### src/rtl/crb_pkg.sv
`timescale 1ns / 1ps

package crb_pkg;

  // Width of positions and run lengths within one level.
  localparam int POS_W = 16;
  // Width of a level index.
  localparam int LEVEL_W = 4;
  // Entries in one level before the position counter wraps.
  localparam int MAX_LEVEL_ENTRIES = 65536;
  // Last position before the counter returns to zero.
  localparam logic [POS_W-1:0] LAST_POS = POS_W'(MAX_LEVEL_ENTRIES - 1);
  // A run shorter than this is never emitted, whatever the configuration.
  localparam logic [POS_W-1:0] MIN_FLOOR = POS_W'(2);

  // Configuration bus widths.
  localparam int APB_DATA_W = 32;
  localparam int APB_ADDR_W = 3;

  // Register index taken from the word address bit of paddr.
  typedef enum logic {
    REG_MIN_RUN_WIDTH = 1'b0,
    REG_MAX_RUN_WIDTH = 1'b1
  } reg_idx_t;

  // Result of one entry's step through the run tracker.
  typedef struct packed {
    logic               emit;
    logic [POS_W-1:0]   start;
    logic [POS_W-1:0]   length;
    logic [LEVEL_W-1:0] level;
  } run_result_t;

endpackage

### src/rtl/crb_cfg_regs.sv
`timescale 1ns / 1ps

module crb_cfg_regs
  import crb_pkg::*;
(
  input  logic                  clk,
  input  logic                  rst,
  input  logic                  psel,
  input  logic                  penable,
  input  logic                  pwrite,
  input  logic [APB_ADDR_W-1:0] paddr,
  input  logic [APB_DATA_W-1:0] pwdata,
  output logic [APB_DATA_W-1:0] prdata,
  output logic                  pready,
  output logic [POS_W-1:0]      min_run_width,
  output logic [POS_W-1:0]      max_run_width
);

  reg_idx_t reg_idx;
  logic     wr_en;

  // Word address selects the register; byte offset bits are ignored.
  assign reg_idx = reg_idx_t'(paddr[2]);
  assign pready  = 1'b1;
  assign wr_en   = psel && penable && pwrite && pready;

  // Register writes complete in the access phase.
  always_ff @(posedge clk) begin
    if (rst) begin
      min_run_width <= POS_W'(2);
      max_run_width <= POS_W'(65535);
    end else if (wr_en) begin
      case (reg_idx)
        REG_MIN_RUN_WIDTH: min_run_width <= pwdata[POS_W-1:0];
        REG_MAX_RUN_WIDTH: max_run_width <= pwdata[POS_W-1:0];
        default: ;
      endcase
    end
  end

  // Read data is driven straight from the selected register.
  always_comb begin
    case (reg_idx)
      REG_MIN_RUN_WIDTH: prdata = APB_DATA_W'(min_run_width);
      REG_MAX_RUN_WIDTH: prdata = APB_DATA_W'(max_run_width);
      default:           prdata = '0;
    endcase
  end

endmodule

### src/rtl/crb_run_tracker.sv
`timescale 1ns / 1ps

module crb_run_tracker
  import crb_pkg::*;
(
  input  logic               clk,
  input  logic               rst,
  input  logic               step,
  input  logic               pickable,
  input  logic               last_in_level,
  input  logic [LEVEL_W-1:0] level_number,
  input  logic [POS_W-1:0]   min_run_width,
  input  logic [POS_W-1:0]   max_run_width,
  output run_result_t        result
);

  logic [POS_W-1:0] entry_position;
  logic [POS_W-1:0] open_start;
  logic [POS_W-1:0] open_length;
  logic [POS_W-1:0] entry_position_next;
  logic [POS_W-1:0] open_start_next;
  logic [POS_W-1:0] open_length_next;
  logic [POS_W-1:0] grow_start;
  logic [POS_W-1:0] grow_length;
  logic [POS_W-1:0] need;
  logic             close_old;
  logic             emit_old;
  logic             emit_tail;

  // Effective minimum never drops below two entries.
  assign need = (min_run_width < MIN_FLOOR) ? MIN_FLOOR : min_run_width;

  // Extend, start or restart the open run for this entry.
  always_comb begin
    grow_start  = open_start;
    grow_length = open_length;
    close_old   = 1'b0;
    if (pickable) begin
      if (open_length == '0) begin
        grow_start  = entry_position;
        grow_length = POS_W'(1);
      end else if (open_length < max_run_width) begin
        grow_length = open_length + POS_W'(1);
      end else begin
        close_old   = 1'b1;
        grow_start  = entry_position;
        grow_length = POS_W'(1);
      end
    end else if (open_length != '0) begin
      close_old   = 1'b1;
      grow_start  = '0;
      grow_length = '0;
    end
  end

  // The old run is emitted when it closes long enough; otherwise the end of
  // the level may emit the run that is open after this entry.
  assign emit_old  = close_old && (open_length >= need);
  assign emit_tail = last_in_level && !emit_old && (grow_length >= need);

  always_comb begin
    result.emit   = emit_old || emit_tail;
    result.start  = emit_old ? open_start  : grow_start;
    result.length = emit_old ? open_length : grow_length;
    result.level  = level_number;
  end

  // End of level restarts the position and drops any open run.
  always_comb begin
    if (last_in_level) begin
      entry_position_next = '0;
      open_start_next     = '0;
      open_length_next    = '0;
    end else begin
      entry_position_next = (entry_position == LAST_POS) ? '0
                                                         : entry_position + POS_W'(1);
      open_start_next     = grow_start;
      open_length_next    = grow_length;
    end
  end

  always_ff @(posedge clk) begin
    if (rst) begin
      entry_position <= '0;
      open_start     <= '0;
      open_length    <= '0;
    end else if (step) begin
      entry_position <= entry_position_next;
      open_start     <= open_start_next;
      open_length    <= open_length_next;
    end
  end

endmodule

### src/rtl/compaction_run_bucketer.sv
// Groups the entries of a storage level, presented one per transaction in
// level order, into compaction runs of consecutive pickable entries and
// emits each run that reaches min_run_width, and at least two entries, as
// (run_start, run_length, run_level). The block takes one entry per cycle
// while the downstream side is not stalling. An entry is captured in the
// input register at its input transaction and is processed once the output
// register is free or being emptied; its run, if any, is then loaded into
// the output register, which raises out_valid. The open-run registers are
// updated as each entry moves on. in_stall rises only while the output
// register holds a result that the downstream side is stalling.
`timescale 1ns / 1ps

module compaction_run_bucketer
  import crb_pkg::*;
(
  input  logic                  clk,
  input  logic                  rst,
  input  logic                  psel,
  input  logic                  penable,
  input  logic                  pwrite,
  input  logic [APB_ADDR_W-1:0] paddr,
  input  logic [APB_DATA_W-1:0] pwdata,
  output logic [APB_DATA_W-1:0] prdata,
  output logic                  pready,
  input  logic                  in_valid,
  output logic                  in_stall,
  input  logic                  pickable,
  input  logic                  last_in_level,
  input  logic [LEVEL_W-1:0]    level_number,
  output logic                  out_valid,
  input  logic                  out_stall,
  output logic [POS_W-1:0]      run_start,
  output logic [POS_W-1:0]      run_length,
  output logic [LEVEL_W-1:0]    run_level
);

  logic [POS_W-1:0]   min_run_width;
  logic [POS_W-1:0]   max_run_width;
  logic               in_full;
  logic               pick_r;
  logic               last_r;
  logic [LEVEL_W-1:0] level_r;
  logic               in_accept;
  logic               advance;
  run_result_t        result;

  crb_cfg_regs u_cfg_regs (
    .clk           (clk),
    .rst           (rst),
    .psel          (psel),
    .penable       (penable),
    .pwrite        (pwrite),
    .paddr         (paddr),
    .pwdata        (pwdata),
    .prdata        (prdata),
    .pready        (pready),
    .min_run_width (min_run_width),
    .max_run_width (max_run_width)
  );

  // An entry moves on when the output register is free or being emptied.
  assign advance   = in_full && (!out_valid || !out_stall);
  assign in_stall  = in_full && !advance;
  assign in_accept = in_valid && !in_stall;

  // Input register.
  always_ff @(posedge clk) begin
    if (rst) begin
      in_full <= 1'b0;
    end else if (in_accept) begin
      in_full <= 1'b1;
    end else if (advance) begin
      in_full <= 1'b0;
    end
  end

  always_ff @(posedge clk) begin
    if (in_accept) begin
      pick_r  <= pickable;
      last_r  <= last_in_level;
      level_r <= level_number;
    end
  end

  crb_run_tracker u_run_tracker (
    .clk           (clk),
    .rst           (rst),
    .step          (advance),
    .pickable      (pick_r),
    .last_in_level (last_r),
    .level_number  (level_r),
    .min_run_width (min_run_width),
    .max_run_width (max_run_width),
    .result        (result)
  );

  // Output register: holds a result until the downstream transaction.
  always_ff @(posedge clk) begin
    if (rst) begin
      out_valid <= 1'b0;
    end else if (advance && result.emit) begin
      out_valid <= 1'b1;
    end else if (!out_stall) begin
      out_valid <= 1'b0;
    end
  end

  always_ff @(posedge clk) begin
    if (advance && result.emit) begin
      run_start  <= result.start;
      run_length <= result.length;
      run_level  <= result.level;
    end
  end

endmodule

### config.mk
export PLATFORM = sky130hd
export DESIGN_NAME = compaction_run_bucketer
export DESIGN_NICKNAME = d
export VERILOG_FILES = /design/src/rtl/crb_pkg.sv /design/src/rtl/crb_cfg_regs.sv /design/src/rtl/crb_run_tracker.sv /design/src/rtl/compaction_run_bucketer.sv
export SDC_FILE = /design/constraint.sdc
export NUM_CORES = 1
export LEC_CHECK = 0
export ABC_AREA = 1
export BUFFER_PORTS_ARGS = -buffer_cell sky130_fd_sc_hd__buf_4
export CORE_AREA = 10 10 132 134
export CTS_CLUSTER_DIAMETER = 40
export DETAILED_ROUTE_END_ITERATION = 8
export DIE_AREA = 0 0 142 144
export HOLD_SLACK_MARGIN = 0.06
export PLACE_DENSITY = 0.71
export SLEW_MARGIN = 20
export SYNTH_ARGS = -nofsm -noshare
export SYNTH_HDL_FRONTEND = slang
export SYNTH_SLANG_ARGS = --single-unit
### constraint.sdc
create_clock -name clk -period 4.8 [get_ports clk]
set_input_delay 0.24 -clock clk [delete_from_list [all_inputs] [get_ports clk]]
set_output_delay 0.24 -clock clk [all_outputs]
set_load 0.03 [all_outputs]
; Word level (Yosys, flattened, before mapping)
; Index checks and enable logic that the tools add are counted.
[op_classes]
n_eq_ne = 2
n_reduce_logical = 21
n_mux = 24
add_sub_neg = 2
order_cmp = 4
bitwise_logic = 1
[op_table]
columns = cell, count
row1 = two-way mux 16 bit, 15
row2 = one-hot mux 32 bit (2 select lines), 1
row3 = adder 16 x 1 -> 16 bit (second input constant), 2
row4 = greater-or-equal comparator 16 bit, 2
row5 = == test 16 bit (second input constant), 1
row6 = zero test 16 bit, 1
row7 = less-than comparator 16 bit, 1
row8 = less-than comparator 16 x 2 -> 1 bit (second input constant), 1
row9 = nonzero test 16 bit, 1
row10 = logical AND 1 bit, 9
row11 = two-way mux 1 bit, 8
row12 = zero test 1 bit, 5
row13 = AND reduction 2 bit, 2
row14 = logical OR 1 bit, 2
row15 = != test 2 x 1 -> 1 bit (second input constant), 1
row16 = nonzero test 2 bit, 1
row17 = NOT 1 bit, 1
[word_totals]
register_bits = 124
output_inout_bits = 71
wordCells = 67
in_bits = 48

; Longest topological paths before layout
; Gate-level depths: netlist (run 1).
[logic_depth]
depth_word = 11
mapped_depth = 24
depth_no_buf = 23

; Cells and area by module
; A second synthesis (run 1) with hierarchy kept.
[hier_totals]
hier_cells = 932
area_unflattened_um2 = 7168.1
[by_module_without_submodules]
columns = mod, seq_area_each_um2, area_each_um2, cells_each, instances
row1 = crb_run_tracker, 960.9, 4180.3, 626, 1
row2 = crb_cfg_regs, 640.6, 1622.8, 246, 1
row3 = compaction_run_bucketer, 1301.2, 1365.1, 60, 1

; Least setup slack after synthesis (run 1)
; OpenSTA, ideal clock, no wires.
[synth_timing]
path_type = register to register
startpoint = register u_run_tracker.open_length[15]
endpoint = register run_length[0], enable pin
arrival_ns = 3.258
setup_ns = 0.394
slack_ns = 1.148
path_buffers = 1
path_stages_with_launch = 18
path_cell_list = dfxtp_1 ha_1 a21oi_1 o21ai_0 nor2_2 and2_4 nand3_4 buf_6 nor2_4 ha_1 nand2_1 o21ai_0 nand2_1 o211ai_1 nand2_1 nand3_1 nand3_1 nand2_1
[synth_via]
elab_chain_cells = 10
elab_cells_between_ends = 20
classes_between = 1 x add/sub / 3 x order compare / 8 x mux / 8 x reduce/logical
[synth_lines]
columns = element, line
row1 = from (decl), crb_run_tracker.sv:19  ; logic [POS_W-1:0] open_length;
row2 = from (signal assigned), crb_run_tracker.sv:90  ; open_length <= open_length_next;
row3 = branches (longest 8 deep; another with adder 16 x 1 -> 16 bit), -
row4 = logical OR 1 bit *, crb_run_tracker.sv:62  ; result.emit = emit_old || emit_tail;
row5 = logical AND 1 bit *, compaction_run_bucketer.sv:109  ; if (advance && result.emit) begin
row6 = to (signal assigned), compaction_run_bucketer.sv:111  ; run_length <= result.length;
row7 = to (decl), compaction_run_bucketer.sv:33  ; output logic [POS_W-1:0] run_length,
; Every way passes the cells marked *.
; A chain may end at the register's enable or synchronous reset.

; Worst setup path after layout (run 1)
[layout_timing]
startpoint = register u_run_tracker.open_length[15]
endpoint = register run_length[2], enable pin
; Same word-level chain as after synthesis.

==> results.sh, run 1 <==
export IMPL_outcome="finished, final reports clean"
export IMPL_wire_per_inst_microns=15.3
export IMPL_reg2reg_from="u_run_tracker.open_length[15]"
export IMPL_clk_path_buf_depth=2
export IMPL_avgSynthCellArea_sq_um=7.77
export IMPL_cts_buffers=17
export IMPL_grt_pass1_vias=5905
export IMPL_cp_end_kind="flop"
export IMPL_synth_top_area_share_pct=22.6
export IMPL_dr_pass1_iters=5
export IMPL_cts_resized=0
export IMPL_drive_gt1_share_pct=16.1
export IMPL_rr_endpoint="run_length[2]"
export IMPL_remaining_drc_errors=0
export IMPL_tightest_slew_ps=969
export IMPL_fin_crit_ps=3980
export IMPL_setup_viol=0
export IMPL_viasPerCell=5.32
export IMPL_rrSetupSlack_ps=820
export IMPL_placed_cells=1171
export IMPL_antennaDiodeCount=0
export IMPL_grt_util_met1_pct=24.8
export IMPL_grt_usage_pct=18.2
export IMPL_cp_required_ps=4890
export IMPL_fin_skew_ps=8.08
export IMPL_worstPathArrival_ps=4070
export IMPL_p_leak_nw=3.89
export IMPL_stdcell_count=1225
export IMPL_clk_pin_slew_ps=60
export IMPL_holdWs_ps=98.5
export IMPL_grt_pass1_wl_mm=30.0
export IMPL_synth_area_leader_cell="dfxtp_1"
export IMPL_busiest_layer="met2"
export IMPL_hp_class="input pin to flop"
export IMPL_vias=6515
export IMPL_critPathCapture="run_length[2]"
export IMPL_synth_top_family_by_area="simple AND/OR/NAND/NOR gates"
export IMPL_critical_path_cell_chain="ha_1 > a21oi_1 > o21ai_0 > nor2_2 > and2_4 > nand3_4 > nor2_4 > ha_1 > nand2_1 > o21ai_0 > nand2_1 > o211ai_1 > nand2_1 > nand3_1 > nand3_1 > nand2_1 > buf_4"
export IMPL_synthXorXnorAreaFrac_pct=1.45
export IMPL_startpoint_type="flop"
export IMPL_synth_adder_area_share_pct=8.62
export IMPL_r2r_cells=17
export IMPL_drtIter0Drc=732
export IMPL_antenna_found_initial=0
export IMPL_drv_cap=0
export IMPL_regArea_sq_um=2900
export IMPL_crit_type="flop to flop"
export IMPL_rsz0062_at_grt="false"
export IMPL_die_area_sq_um=20400
export IMPL_cts_tree="done"
export IMPL_cts_root_buffer="clkbuf_16"
export IMPL_ys_top_cells_by_area="dfxtp_1, edfxtp_1, nand2_1"
export IMPL_totalPowerFinal_w=0.00261
export IMPL_slowest_stage="dfxtp_1"
export IMPL_crit_path_max_fanout=26
export IMPL_synthMuxAreaShare_pct=0
export IMPL_grt_remaining_overflow=0
export IMPL_grt_util_met2_pct=27.5
export IMPL_period_share_pct=83.0
export IMPL_io_buffers=83
export IMPL_critPathMaxStageDelay_ps=550
export IMPL_core_sq_um=14900
export IMPL_cpMostUsedCell="nand2_1"
export IMPL_cts_sinks=124
export IMPL_synthSimpleGateAreaFrac_pct=23.4
export IMPL_drt_total_wl_mm=18.7
export IMPL_ir_drop_mv=0.218
export IMPL_die_h_microns=144
export IMPL_use_met3_pct=4.43
export IMPL_postLayoutCoreUtil_pct=58.7
export IMPL_syn_area_sq_um=7260
export IMPL_fillers=1343
export IMPL_synth_compound_area_share_pct=15.7
export IMPL_area_growth_pct=20.3
export IMPL_cp_startpoint="u_run_tracker.open_length[15]"
export IMPL_gp_congestion=0.889
export IMPL_clkLatencyLatePin_ps=420
export IMPL_final_setup_tns_ps=0
export IMPL_place_hpwl_mm=13.0
export IMPL_yosysWarnings=0
export IMPL_slew_viol_final=0
export IMPL_synth_distinct_cells=44
export IMPL_synth_seq_cells=124
export IMPL_hold_viol=0
export IMPL_initial_core_util_pct=48.8
export IMPL_fin_nets=1122
export IMPL_fmax_mhz=251
export IMPL_fp_row_count=45
export IMPL_syn_inst=934
export IMPL_postCtsSetupBuffers=0
export IMPL_p_per_area_nw_per_um2=299
export IMPL_yosysSeqAreaShare_pct=40.0
export IMPL_max_slew_margin_rel_pct=35.2
export IMPL_dieWidth_microns=142
export IMPL_io_pins=119
export IMPL_htree_num_levels=4
export IMPL_cts_hold_buf=22
export IMPL_grt_max_degree=52
export IMPL_ant_nets=0
export IMPL_multi_input_area_sq_um=3640
## layer usage
layer	up-vias	wire, microns	part of all wire, %
li1	3301	-	-
met1	3000	8670	46
met2	190	8520	46
met3	24	1250	6.7
met4	0	252	1.3
met5	-	0	0
## sequential cells by signal (all words and copies together), names as in the netlist, 4 cells and up
name,count
run_length,16
run_start,16
u_cfg_regs.max_run_width,16
u_cfg_regs.min_run_width,16
u_run_tracker.entry_position,16
u_run_tracker.open_length,16
u_run_tracker.open_start,16
level_r,4
run_level,4
## critical path, delay by kind of cell, from the launching register on
| kind | cells | cell delay (ps) |
|---|---|---|
| AO/OA/AOI/OAI | 4 | 580 |
| adder cells (fa/ha/maj) | 2 | 490 |
| buffers and inverters | 1 | 330 |
| flip-flops | 1 | 550 |
| AND/OR/NAND/NOR | 10 | 1660 |
## layout by cell type, fill, tap and decap left out, types with 4 or more instances in the layout
cell type	n
a21oi_1	92
buf_4	95
clkbuf_1	5
clkbuf_16	19
conb_1	17
dfxtp_1	82
dlygate4sd3_1	22
edfxtp_1	42
ha_1	50
inv_1	103
inv_2	10
nand2_1	196
nand3_1	58
nand4_1	29
nor2_1	47
nor2_2	4
nor3_1	9
o21ai_0	66
o21ai_1	25
o22ai_2	7
xor2_1	11
## worst min path at each step
| stage | startpoint | to | slack, ps | cells past startpoint |
|---|---|---|---|---|
| final | in_valid | in_full | 100 | 3 |
| after global routing | in_valid | in_full | 110 | 3 |
| after CTS | in_valid | in_full | 80 | 3 |
| after detailed placement | level_r[0] | run_level[0] | 410 | 0 |
| after global placement | level_r[3] | run_level[3] | 400 | 0 |
| after floorplan | last_in_level | last_r | 340 | 0 |
## through the flow
stage,area (sq um),setup WS (ps)
finish,8730,816
floorplan,7310,1150
global placement,7920,901
CTS,8730,831
detailed placement,7920,830
global route,8730,452
## Yosys cell counts (all sizes together)
cell / number
nand2: 201
inv: 113
a21oi: 95
o21ai: 93
dfxtp: 82
nand3: 63
nor2: 54
ha: 50
edfxtp: 42
buf: 33
nand4: 29
clkbuf: 28
xor2: 11
nor3: 10
o22ai: 8
nor4: 5
o21a: 3
a221oi: 2
a22oi: 2
conb: 2
o211ai: 2
a211oi: 1
and2: 1
and3: 1
clkinv: 1
o21bai: 1
xnor2: 1
## cell type report
| cell class | instances | share of cell area [%] |
|---|---|---|
| well taps | 188 | 2.70 |
| multi-input cells | 650 | 41.7 |
| flip-flops and latches | 124 | 33.3 |
| clock inverters | 5 | 0.616 |
| clock buffers | 27 | 6.14 |
| repair buffers | 117 | 10.7 |
| inverters | 114 | 4.90 |
## cell families after synthesis
family          Yosys count
simple gates            364
compound gates          207
buf+inv                 175
flops                   124
fa+ha+maj                50
xor+xnor                 12
other cells               2
## power by group
| group | internal, W | switching (W) | leakage (nW) |
|---|---|---|---|
| combinational | 0.0000782 | 0.000156 | 2.49 |
| sequential | 0.00110 | 0.00000746 | 1.12 |
| clock | 0.000814 | 0.000452 | 0.292 |
| total | 0.00199 | 0.000616 | 3.89 |
Power figures use the tool's default switching activity.
==> run 2: changes to the inputs <==
- clock period: 4.8 -> 3.8 ns (I/O delays scaled with it)
==> results.sh, run 2 (same netlist as run 1, synthesis figures left out) <==
export IMPL_cts_tree="done"
export IMPL_grt_pass1_vias=6031
export IMPL_cp_startpoint="u_run_tracker.open_length[1]"
export IMPL_p_leak_nw=3.96
export IMPL_initial_core_util_pct=48.8
export IMPL_drive_gt1_share_pct=17.3
export IMPL_core_sq_um=14900
export IMPL_tightest_slew_ps=900
export IMPL_fp_row_count=45
export IMPL_startpoint_type="flop"
export IMPL_fin_skew_ps=5.49
export IMPL_placed_cells=1180
export IMPL_place_hpwl_mm=13.0
export IMPL_clk_path_buf_depth=2
export IMPL_min_from="out_stall"
export IMPL_drt_total_wl_mm=18.7
export IMPL_io_pins=119
export IMPL_max_slew_margin_rel_pct=39.6
export IMPL_antennaDiodeCount=0
export IMPL_io_buffers=83
export IMPL_wire_per_inst_microns=15.1
export IMPL_ir_drop_mv=0.256
export IMPL_regArea_sq_um=2910
export IMPL_crit_path_max_fanout=26
export IMPL_grt_usage_pct=18.3
export IMPL_drtIter0Drc=660
export IMPL_hp_class="input pin to flop"
export IMPL_period_share_pct=92.7
export IMPL_slowest_stage="dfxtp_1"
export IMPL_area_growth_pct=21.9
export IMPL_dieWidth_microns=142
export IMPL_postLayoutCoreUtil_pct=59.5
export IMPL_drv_cap=0
export IMPL_critical_path_cell_chain="ha_1 > nand2_1 > nor2_1 > nand2_1 > nor2_1 > nand3_1 > xor2_1 > nand3_1 > inv_1 > ha_1 > nand2_1 > inv_1 > nand3_1 > nor3_1 > nand3_1 > nand3_1 > nand3_1 > nand2_1 > buf_12"
export IMPL_grt_remaining_overflow=0
export IMPL_fillers=1304
export IMPL_gp_congestion=0.929
export IMPL_slew_viol_final=0
export IMPL_reg2reg_from="u_run_tracker.open_length[1]"
export IMPL_fin_nets=1135
export IMPL_multi_input_area_sq_um=3640
export IMPL_outcome="finished, final reports clean"
export IMPL_cts_root_buffer="clkbuf_16"
export IMPL_final_common_cell="nand2_1"
export IMPL_antenna_found_initial=0
export IMPL_clk_pin_slew_ps=50
export IMPL_cts_buffers=17
export IMPL_grt_max_degree=52
export IMPL_p_per_area_nw_per_um2=374
export IMPL_cp_required_ps=3920
export IMPL_stdcell_count=1238
export IMPL_hold_viol=0
export IMPL_fin_crit_ps=3520
export IMPL_worstPathArrival_ps=3640
export IMPL_r2r_cells=19
export IMPL_critPathMaxStageDelay_ps=470
export IMPL_crit_type="flop to flop"
export IMPL_ant_nets=0
export IMPL_grt_pass1_wl_mm=30.4
export IMPL_viasPerCell=5.28
export IMPL_hold_depth=5
export IMPL_remaining_drc_errors=0
export IMPL_fmax_mhz=284
export IMPL_clkLatencyLatePin_ps=420
export IMPL_die_h_microns=144
export IMPL_cp_end_kind="flop"
export IMPL_vias=6541
export IMPL_final_cell_mix="nand2_1, buf_4, inv_1"
export IMPL_htree_num_levels=4
export IMPL_setup_viol=0
export IMPL_dr_pass1_iters=6
export IMPL_cpMostUsedCell="nand3_1"
export IMPL_cts_sinks=124
export IMPL_die_area_sq_um=20400
==> run 2: cell count changes in the layout (fill, tap and decap cells not counted), sizes merged <==
| cell | change |
|---|---|
| buf | +12 |
| clkbuf | -8 |
| clkinv | +4 |
| bufinv | +2 |
| clkinvlp | +2 |
| dlygate4sd3 | +1 |
==> run 2: layout make-up <==
cell class	count	share of cell area [%]
Tap cell	188	2.66
Clock inverter	13	1.70
Timing Repair Buffer	130	12.0
Clock buffer	19	4.89
Multi-Input combinational cell	650	41.1
Sequential cell	124	32.8
Inverter	114	4.84
==> run 2: worst paths after layout <==
kind                         to  slack [ps]
setup / recovery  run_length[3]         280
hold / removal        out_valid         150
setup reg to reg  run_length[3]         280
hold reg to reg    run_level[1]         420
==> run 2: timing repair <==
action,in CTS,in global routing
hold buffers,23,0
setup buffers,0,3
gates resized for setup,0,3
setup endpoints to repair,0,36
endpoints found under the hold margin,29,0
==> run 2: critical path, delay by kind of cell (launching register included) <==
kind / cells / cell delay, ps
flops: 1 / 470
buf+inv: 3 / 340
fa+ha+maj: 2 / 530
simple gates: 13 / 1690
xor+xnor: 1 / 150
==> run 2: per-layer routing <==
layer  GRT usage, %  routed length [microns]
met2           28.7                     8610
met4           5.38                      298
met3           4.49                     1190
met5              0                        0
met1           24.3                     8630
==> run 2: power breakdown <==
part | leakage, nW | switching [W] | internal [W]
logic | 2.56 | 0.000194 | 0.000101
registers | 1.12 | 0.0000141 | 0.00139
clock network | 0.282 | 0.000595 | 0.00102
==> run 2: per-stage QoR <==
| step | worst slack [ps] | total power [W] | setup TNS [ps] | hold WS [ps] | cell area (sq um) |
|---|---|---|---|---|---|
| final | 278 | 0.00331 | 0 | 149 | 8850 |
| after floorplan | 148 | 0.00162 | 0 | 289 | 7310 |
| after global placement | 392 | 0.00170 | 0 | 368 | 8010 |
| after global routing | -8.58 | 0.00343 | -126 | 182 | 8850 |
| after CTS | 295 | 0.00333 | 0 | 140 | 8820 |
| after detailed placement | 333 | 0.00170 | 0 | 369 | 8010 |
